$ cat src/rtl/wmal_pkg.sv
// shared constants and types for the windowed mean absolute level block
`default_nettype none

package wmal_pkg;

  localparam int MAX_WINDOW  = 1024;
  localparam int SAMPLE_BITS = 24;

  localparam int WL_W   = 11;
  localparam int ADDR_W = $clog2(MAX_WINDOW);
  localparam int LEN_W  = ADDR_W + 1;
  localparam int SUM_W  = SAMPLE_BITS + ADDR_W;
  localparam int CNT_W  = $clog2(SUM_W);

  localparam logic [WL_W-1:0] WL_RESET = WL_W'(1024);

  localparam int QDEPTH = 2;
  localparam int QPTR_W = (QDEPTH > 1) ? $clog2(QDEPTH) : 1;
  localparam int QCNT_W = $clog2(QDEPTH + 1);

  typedef struct packed {
    logic [SUM_W-1:0] sum;
    logic [LEN_W-1:0] len;
  } job_t;

  typedef enum logic [2:0] {
    BK_IDLE = 3'b001,
    BK_RUN  = 3'b010,
    BK_DONE = 3'b100
  } bk_state_t;

endpackage

`default_nettype wire

$ cat src/rtl/wmal_queue.sv
// short job queue between front and back end
`default_nettype none

module wmal_queue
  import wmal_pkg::*;
(
  input  wire logic clk,
  input  wire logic rst_n,
  input  wire logic wr_en,
  input  wire job_t wr_job,
  output logic      room,
  output logic      valid,
  input  wire logic rd_en,
  output job_t      rd_job
);

  job_t              slots [QDEPTH];
  logic [QPTR_W-1:0] wr_ptr_r, wr_ptr_nxt;
  logic [QPTR_W-1:0] rd_ptr_r, rd_ptr_nxt;
  logic [QCNT_W-1:0] cnt_r, cnt_nxt;
  logic              do_wr, do_rd;

  function automatic logic [QPTR_W-1:0] ptr_inc(input logic [QPTR_W-1:0] p);
    return (p == QPTR_W'(QDEPTH - 1)) ? '0 : p + 1'b1;
  endfunction

  assign room   = (cnt_r != QCNT_W'(QDEPTH));
  assign valid  = (cnt_r != '0);
  assign do_wr  = wr_en & room;
  assign do_rd  = rd_en & valid;
  assign rd_job = slots[rd_ptr_r];

  always_comb begin
    wr_ptr_nxt = do_wr ? ptr_inc(wr_ptr_r) : wr_ptr_r;
    rd_ptr_nxt = do_rd ? ptr_inc(rd_ptr_r) : rd_ptr_r;
    cnt_nxt    = cnt_r + QCNT_W'(do_wr) - QCNT_W'(do_rd);
  end

  always_ff @(posedge clk) begin
    if (!rst_n) begin
      wr_ptr_r <= '0;
      rd_ptr_r <= '0;
      cnt_r    <= '0;
    end else begin
      wr_ptr_r <= wr_ptr_nxt;
      rd_ptr_r <= rd_ptr_nxt;
      cnt_r    <= cnt_nxt;
    end
  end

  always_ff @(posedge clk) begin
    if (do_wr) begin
      slots[wr_ptr_r] <= wr_job;
    end
  end

  a_no_overflow: assert property (@(posedge clk) disable iff (!rst_n)
    wr_en |-> room)
    else $error("job written into a full queue");

endmodule

`default_nettype wire

$ cat config.mk
export PLATFORM = sky130hd
export DESIGN_NAME = wmal_queue
export DESIGN_NICKNAME = d
export VERILOG_FILES = /design/src/rtl/wmal_pkg.sv /design/src/rtl/wmal_queue.sv
export SDC_FILE = /design/constraint.sdc
export NUM_CORES = 1
export LEC_CHECK = 0
export ABC_AREA = 1
export ABC_CLOCK_PERIOD_IN_PS = 4280
export BUFFER_PORTS_ARGS = -buffer_cell sky130_fd_sc_hd__buf_4
export CAP_MARGIN = 20
export CORE_UTILIZATION = 52
export DETAILED_ROUTE_END_ITERATION = 7
export GPL_ROUTABILITY_DRIVEN = 0
export PLACE_DENSITY = 0.76
export SYNTH_ARGS = -nofsm -noshare
export SYNTH_HDL_FRONTEND = slang
export SYNTH_SLANG_ARGS = --single-unit
export TNS_END_PERCENT = 50
$ cat constraint.sdc
create_clock -name clk -period 4.28 [get_ports clk]
set_clock_uncertainty 0.15 [all_clocks]
set_input_delay 0.642 -clock clk [delete_from_list [all_inputs] [get_ports clk]]
set_output_delay 0.642 -clock clk [all_outputs]
set_load 0.05 [all_outputs]
==> results.ini <==
[clock_tree]
htreeDepth = 3
ctsHoldBuffers = 0
clock_latency_ps = 350
clk_pin_slew_ps = 90
cts_root_buffer = clkbuf_8
cts-resized-gates = 0
numCtsBuffers = 9
cts_tree = yes
cts_buffer_depth = 2
postCtsSetupRepairBufs = 0
clock_sinks = 95

[power]
power-per-cell-area_nw_per_um2 = 647
power.leakage_nw = 1.85
power.total_mw = 3.03
vdd_ir_drop_max_uv = 442

[layout]
ff_latch_area_sq_um = 2800
layout_commonest_cell = buf_4
drive_gt1_share_pct = 57.3
fillers = 499
multi_input_area_sq_um = 781
layout_common_cells = buf_4, edfxtp_1, mux2_4
area_growth_pct = 27.0
antenna_cells = 0
fin_nets = 331
post_layout_nonfiller_instances = 382
fin_util_pct = 68.5

[critical_path]
worstPathRequired_ps = 3490
path_max_fanout = 25
endpoint_kind = output pin
cp.arrival_ps = 1630
path_class = reg2out
start_kind = flop
ff2ff_setup_slack_ps = 2030

[die]
ios = 96
fp.dieArea_sq_um = 7430
start_util_pct = 54.0
coreArea_sq_um = 6830
die_y_um = 86.2
die_x_um = 86.2
rows = 30

[global_routing]
grt_max_degree = 31
grtUsageTotal_pct = 16.2
grt_pass1_wl_um = 8670
grt-ovfl-total = 0
first_global_vias = 1806
grt_antenna_before_repair = 0

[sta]
clock.fmax_mhz = 412
worst_slew_pin_slew_ps = 845
finalSetupViolCount = 0
rsz0062_at_grt = no
period_minus_slack_ps = 2430
timing.final.crit_share_pct = 56.7
slew-limit-headroom_pct = 43.5
drv_slew = 0
fin_ws_ps = 1850
finalHoldViolCount = 0
setup_tns_ps = 0

[route]
wl_per_cell_um = 15.3
wirelength_um = 5860
ant_nets = 0
drtPass1Iterations = 4
drc = 0
drt_iter0_drc = 77
num_vias = 1817
viasPerCell = 4.76

[placement]
port_buffers = 95
dp_hpwl_um = 3970
dp_slack_ps = 1710
dp.cells = 366

[status]
outcome = completed

[yosys]
postSynthAreaPerCell_sq_um = 20.9
ys_warn_count = 0
synth_top_area_share_pct = 73.3
synth_cells = 176
synth_area_leaders = edfxtp_1, mux2_4, dfxtp_1
synth_seq_cells = 95
synthesis.area_sq_um = 3690
syn-num-nets = 226
seq_area_frac_synth_pct = 76.0
synth_top_area_cell = edfxtp_1
synth_cell_type_count = 14

[run]
max-cap-violations = 0

[hold_path]
hold_class = in2reg

cell families (layout without fill, tap and decap cells):
kind of cell | after synthesis | in the layout | synth area share, %
simple gates | 21 | 21 | 2.24
mux | 45 | 45 | 17.8
compound gates | 1 | 1 | 0.136
fa+ha+maj | 1 | 1 | 0.339
flops | 95 | 95 | 76.0
buf+inv | 12 | 122 | 3.19
xor+xnor | 1 | 1 | 0.238
metal layers:
layer | vias to the layer above | wire length, um | GRT usage [%]
met1 | 874 | 2350 | 19.2
li1 | 874 | - | -
met4 | 0 | 162 | 9.09
met3 | 11 | 318 | 4.57
met2 | 58 | 3030 | 26.8
met5 | - | 0 | 0
stage by stage:
stage / hold WS, ps / area [sq um]
floorplan: 317 / 3690
global placement: 334 / 4470
detailed placement: 350 / 4470
CTS: 303 / 4680
global route: 297 / 4680
finish: 318 / 4680
synth_stat cells:
library cell,number
nand3_1,1
mux2_4,40
inv_1,7
dfxtp_1,5
nor2_2,1
ha_1,1
nand2_1,11
xnor2_1,1
edfxtp_1,90
mux2_2,5
nor2_1,8
buf_12,4
buf_6,1
a21oi_1,1
area by class of cell:
| cell class | instances | area share (%) |
|---|---|---|
| timing repair buffer | 99 | 15.9 |
| multi-input combinational | 69 | 16.7 |
| tap | 96 | 2.57 |
| clock buffer | 9 | 2.65 |
| clock inverter | 7 | 1.74 |
| sequential | 95 | 59.9 |
| inverter | 7 | 0.561 |
power by group:
group	switching [mW]	internal [mW]	total, mW
Sequential	0.0397	1.18	1.22
Combinational	0.783	0.440	1.22
Clock	0.307	0.277	0.584
registers in the layout (all words and copies together), names as in the netlist, named ones only:
register and flops:
cnt_r 2, slots 90, wr_ptr_r 1, rd_ptr_r 1
final timing paths:
path,from,end,cells past startpoint
worst max-delay path,flop,rd_job[41],3
worst max register to register,cnt_r[0],slots[1][24],5
worst min register to register,rd_ptr_r,flop,2
worst min-delay path,wr_job[13],slots[0][13],1
worst max-delay path: stages, from the launching register on:
cell and delay (ps):
dfxtp_2 330, buf_4 370, mux2_2 390, buf_4 190
(Power assumes the default switching activity.)
