$ cat config.mk
export PLATFORM = sky130hd
export DESIGN_NAME = wmal_back
export DESIGN_NICKNAME = d
export VERILOG_FILES = /design/src/rtl/wmal_pkg.sv /design/src/rtl/wmal_back.sv
export SDC_FILE = /design/constraint.sdc
export NUM_CORES = 1
export LEC_CHECK = 0
export BUFFER_PORTS_ARGS = -buffer_cell sky130_fd_sc_hd__buf_2
export CORE_MARGIN = 5
export CORE_UTILIZATION = 28
export CTS_CLUSTER_DIAMETER = 80
export DETAILED_ROUTE_END_ITERATION = 10
export SYNTH_ARGS = -nofsm -noshare
export SYNTH_HDL_FRONTEND = slang
export SYNTH_SLANG_ARGS = --single-unit
$ cat constraint.sdc
create_clock -name clk -period 6.5 [get_ports clk]
set_clock_uncertainty 0.2 [all_clocks]
set_input_delay 0 -clock clk [delete_from_list [all_inputs] [get_ports clk]]
set_output_delay 0 -clock clk [all_outputs]
set_load 0.02 [all_outputs]
$ cat src/rtl/wmal_pkg.sv
// shared constants and types for the windowed mean absolute level block
`default_nettype none

package wmal_pkg;

  localparam int MAX_WINDOW  = 1024;
  localparam int SAMPLE_BITS = 24;

  localparam int WL_W   = 11;
  localparam int ADDR_W = $clog2(MAX_WINDOW);
  localparam int LEN_W  = ADDR_W + 1;
  localparam int SUM_W  = SAMPLE_BITS + ADDR_W;
  localparam int CNT_W  = $clog2(SUM_W);

  localparam logic [WL_W-1:0] WL_RESET = WL_W'(1024);

  localparam int QDEPTH = 2;
  localparam int QPTR_W = (QDEPTH > 1) ? $clog2(QDEPTH) : 1;
  localparam int QCNT_W = $clog2(QDEPTH + 1);

  typedef struct packed {
    logic [SUM_W-1:0] sum;
    logic [LEN_W-1:0] len;
  } job_t;

  typedef enum logic [2:0] {
    BK_IDLE = 3'b001,
    BK_RUN  = 3'b010,
    BK_DONE = 3'b100
  } bk_state_t;

endpackage

`default_nettype wire

$ cat src/rtl/wmal_back.sv
// back end: bit-serial restoring divide and result register
`default_nettype none

module wmal_back
  import wmal_pkg::*;
(
  input  wire logic                    clk,
  input  wire logic                    rst_n,
  input  wire logic                    q_valid,
  input  wire job_t                    q_job,
  output logic                         q_pop,
  output logic                         empty,
  input  wire logic                    pop,
  output logic [SAMPLE_BITS-1:0]       out_level
);

  bk_state_t              state_r, state_nxt;
  logic [SUM_W-1:0]       quo_r, quo_nxt;
  logic [LEN_W-1:0]       rem_r, rem_nxt;
  logic [LEN_W-1:0]       div_r, div_nxt;
  logic [CNT_W-1:0]       cnt_r, cnt_nxt;
  logic                   ov_r, ov_nxt;
  logic [SAMPLE_BITS-1:0] lvl_r;
  logic [LEN_W-1:0]       trial;
  logic                   ge;
  logic                   take;
  logic                   load_out;

  assign empty     = ~ov_r;
  assign out_level = lvl_r;
  assign take      = pop & ov_r;

  assign trial = {rem_r[LEN_W-2:0], quo_r[SUM_W-1]};
  assign ge    = (trial >= div_r);

  always_comb begin
    state_nxt = state_r;
    quo_nxt   = quo_r;
    rem_nxt   = rem_r;
    div_nxt   = div_r;
    cnt_nxt   = cnt_r;
    q_pop     = 1'b0;
    load_out  = 1'b0;
    unique case (state_r)
      BK_IDLE: begin
        if (q_valid) begin
          q_pop     = 1'b1;
          quo_nxt   = q_job.sum;
          div_nxt   = q_job.len;
          rem_nxt   = '0;
          cnt_nxt   = '0;
          state_nxt = BK_RUN;
        end
      end
      BK_RUN: begin
        rem_nxt = ge ? (trial - div_r) : trial;
        quo_nxt = {quo_r[SUM_W-2:0], ge};
        cnt_nxt = cnt_r + 1'b1;
        if (cnt_r == CNT_W'(SUM_W - 1)) begin
          state_nxt = BK_DONE;
        end
      end
      BK_DONE: begin
        if (!ov_r || take) begin
          load_out  = 1'b1;
          state_nxt = BK_IDLE;
        end
      end
      default: state_nxt = BK_IDLE;
    endcase
  end

  always_comb begin
    ov_nxt = ov_r;
    if (load_out) begin
      ov_nxt = 1'b1;
    end else if (take) begin
      ov_nxt = 1'b0;
    end
  end

  always_ff @(posedge clk) begin
    if (!rst_n) begin
      state_r <= BK_IDLE;
      ov_r    <= 1'b0;
    end else begin
      state_r <= state_nxt;
      ov_r    <= ov_nxt;
    end
  end

  always_ff @(posedge clk) begin
    quo_r <= quo_nxt;
    rem_r <= rem_nxt;
    div_r <= div_nxt;
    cnt_r <= cnt_nxt;
    if (load_out) begin
      lvl_r <= quo_r[SAMPLE_BITS-1:0];
    end
  end

  a_rem_below_div: assert property (@(posedge clk) disable iff (!rst_n)
    (state_r == BK_RUN || state_r == BK_DONE) |-> (rem_r < div_r))
    else $error("divider remainder not below divisor");

  a_quo_fits: assert property (@(posedge clk) disable iff (!rst_n)
    load_out |-> (quo_r[SUM_W-1:SAMPLE_BITS] == '0))
    else $error("level quotient wider than sample");

  a_load_free: assert property (@(posedge clk) disable iff (!rst_n)
    load_out |=> ov_r)
    else $error("result lost on load");

endmodule

`default_nettype wire

==> impl_metrics.py <==
metrics = {
    "logic_synthesis": {
        "ys_async_sr_fraction_pct": 0,
        "yosys_register_bits": 89,
        "synth-edff-count": 85,
        "syn_nets": 416,
        "synth_area_sq_um": 4080,
        "synthTopCellsByArea": "edfxtp_1, nand2_1, ha_1",
        "ys.flop_type": "edfxtp_1",
        "ys_seq_area_share_pct": 64.5,
        "synth.avg_cell_area_sq_um": 11.6,
        "synth_top_area_share_pct": 62.6,
        "synth_top_area_cell": "edfxtp_1",
        "synthCells": 353,
        "yosys_warnings": 0,
        "ys_types": 48,
    },
    "clocking": {
        "cts_buffer_depth": 2,
        "worstSkewPairLatency_ns": 0.33,
        "cts_tree": "built",
        "cts.sinks": 89,
        "cts_buffers": 9,
        "cts_root_buf": "clkbuf_16",
        "path_clk_slew_ns": 0.06,
        "htreeDepth": 3,
    },
    "hold_path": {
        "hold_end": "div_r[1]$_DFFE_PP_",
        "hp-start": "q_job[1]",
        "hold_class": "in2reg",
        "holdPathStages": 2,
    },
    "floorplanning": {
        "io_pins": 75,
        "start_util_pct": 28.3,
        "core_area_sq_um": 14400,
        "die_h_um": 131,
        "row_count": 44,
        "die_area_sq_um": 17100,
        "die_x_um": 131,
    },
    "worst_setup_path": {
        "ff2ff_setup_slack_ns": 3.64,
        "crit_fanout": 50,
        "r2r-end": "rem_r[7]$_SDFFCE_PN0P_",
        "criticalPathCategory": "reg2reg",
        "start_kind": "flop",
        "crit_arrival_ns": 2.47,
        "reg2reg_depth": 3,
        "crit_start": "state_r[0]$_SDFFE_PN1P_",
        "r2r_start": "state_r[0]$_SDFFE_PN1P_",
        "required_ns": 6.11,
        "end_kind": "flop",
    },
    "power_and_ir_drop": {
        "p_int_mw": 1.01,
        "pwr-share-seq_pct": 51.3,
        "p_sw_mw": 0.331,
        "powerDensity_nw_per_um2": 248,
        "combPwrFrac_pct": 12.8,
        "irDropWorstVdd_mv": 0.112,
        "power.leakage_nw": 2.18,
        "total_power_mw": 1.34,
        "sw_frac_of_total_pct": 24.7,
        "pwr-share-clk_pct": 35.9,
    },
    "placed_design": {
        "port_buffers": 74,
        "place.gp.congestion": 0.836,
        "placed_cells": 600,
        "dpl_worst_slack_ns": 3.60,
        "place_hpwl_um": 6060,
    },
    "sta": {
        "slew_headroom_pct": 24.6,
        "fin_crit_ns": 2.86,
        "setup_violations": 0,
        "hold_slack_ns": 0.173,
        "grt_setup_unrepaired": "no",
        "finalHoldViolCount": 0,
        "fmax_ghz": 0.350,
        "drv_slew": 0,
        "finalCritPeriodShare_pct": 44.0,
        "worstMarginPinSlew_ns": 1.13,
        "timing.setup.tns_ns": 0,
        "setup_ws_ns": 3.64,
    },
    "grt": {
        "grt_max_degree": 51,
        "grt_use_total_pct": 10.4,
        "overflow": 0,
        "grt_pass1_vias": 2915,
        "antenna_found_initial": 0,
        "grt_pass1_wl_um": 14000,
    },
    "run_status": {
        "outcome": "finished clean",
    },
    "final_layout": {
        "syn2layout_area_growth_pct": 32.5,
        "drive_above_1_share_pct": 21.7,
        "diodes": 0,
        "fillers": 1413,
        "layout.nets": 538,
        "fin_cells": 664,
    },
    "routing": {
        "viasPerCell": 4.52,
        "ant_nets": 0,
        "drtIter0Drc": 186,
        "vias": 3002,
        "wl_per_cell_um": 13.2,
        "drc_errors": 0,
        "postRouteWirelength_um": 8740,
        "dr.pass1.iters": 4,
    },
    "flow_run": {
        "maxCapViolations": 0,
    },
}
==> repair_timing <==
| item | in CTS | in global routing |
|---|---|---|
| setup buffers | 0 | 0 |
| resized for setup | 0 | 0 |
| endpoints found under the hold margin | 49 | 0 |
| hold buffers | 48 | 0 |
==> critical path, stage by stage, from the launching register on <==
cell	delay (ns)
dfxtp_1	0.42
nor2_1	0.10
nand2_2	0.69
nand2_2	0.91
==> cells by family after synthesis <==
| logic type | count (synthesis) | share of synthesized area [%] |
|---|---|---|
| compound gates | 52 | 9.57 |
| xor+xnor | 7 | 1.50 |
| fa+ha+maj | 14 | 4.48 |
| flops | 89 | 64.5 |
| simple gates | 163 | 17.2 |
| buf+inv | 28 | 2.67 |
==> cell usage after synthesis, drive strengths merged (3+ instances only) <==
library cell / count
nand2: 114
nor3: 3
ha: 13
nand3: 12
xor2: 3
o21a: 3
o21ai: 9
xnor2: 4
and2: 3
nor3b: 3
edfxtp: 85
a211oi: 6
clkbuf: 8
dfxtp: 4
buf: 4
o22ai: 4
nor2: 14
inv: 16
a21oi: 15
==> power groups by stage <==
stage | clock [mW] | sequential (mW) | combinational [mW]
floorplan | 0 | 0.693 | 0.107
global placement | 0 | 0.699 | 0.148
detailed placement | 0 | 0.700 | 0.151
CTS | 0.500 | 0.688 | 0.174
global route | 0.526 | 0.691 | 0.193
finish | 0.482 | 0.687 | 0.172
==> layer usage <==
metal  routed length, um  track usage, %  part of all wire, %  vias up
met5                   0               0                    0        -
met4                 105            2.90                  1.2        0
met3                 679            3.33                  7.8        9
met2                4040            16.5                   46       92
met1                3920            13.8                   45     1401
li1                    -               -                    -     1500
==> per-stage QoR <==
stage / instance area (sq um) / utilization, %
finish: 5400 / 37.5
CTS: 5400 / 37.5
floorplan: 4080 / -
global placement: 4640 / 32.2
detailed placement: 4640 / 32.2
global route: 5400 / 37.5
==> final cells by class <==
cell class	instances	area [sq um]	area share, %
flip-flops and latches	89	2630	48.7
multi-input cells	236	1340	24.8
repair buffers	123	858	15.9
well taps	184	230	4.26
clock buffers	10	229	4.24
inverters	16	60.1	1.11
clock inverters	6	51.3	0.949
==> flip-flops by register name, indices dropped and copies added, names as in the netlist <==
signal     cells
state_r        3
rem_r         10
quo_r         34
ov_r           1
out_level     24
cnt_r          6
div_r         11
==> worst max-delay path by stage <==
stage	endpoint	cells past startpoint
final	rem_r[7]$_SDFFCE_PN0P_	3
after global routing	quo_r[11]$_DFFE_PP_	3
after CTS	cnt_r[2]$_SDFFCE_PN0P_	3
after detailed placement	quo_r[8]$_DFFE_PP_	3
after global placement	quo_r[7]$_DFFE_PP_	3
after floorplan	cnt_r[0]$_SDFFCE_PN0P_	5
==> cell usage in the layout (no fill, tap or decap), types with 2 or more instances in the layout <==
cell type / instances
dfxtp_1: 4
dlygate4sd3_1: 48
nand2_2: 3
nand3b_1: 2
nor3b_1: 3
nor2_1: 14
a211oi_1: 4
and4_1: 2
xnor2_1: 4
o21ai_0: 7
nand2_1: 111
o22ai_1: 4
edfxtp_1: 85
o21a_1: 3
ha_1: 13
clkbuf_16: 9
a21oi_1: 15
and2_1: 2
a211oi_2: 2
nand3_1: 12
xor2_1: 3
o21bai_1: 2
nor2b_1: 2
o211ai_1: 2
o21ai_2: 2
buf_2: 74
clkinvlp_4: 3
inv_1: 16
nand2b_1: 2
nor3_1: 3
No activity file was read; power rests on OpenSTA's default activity.
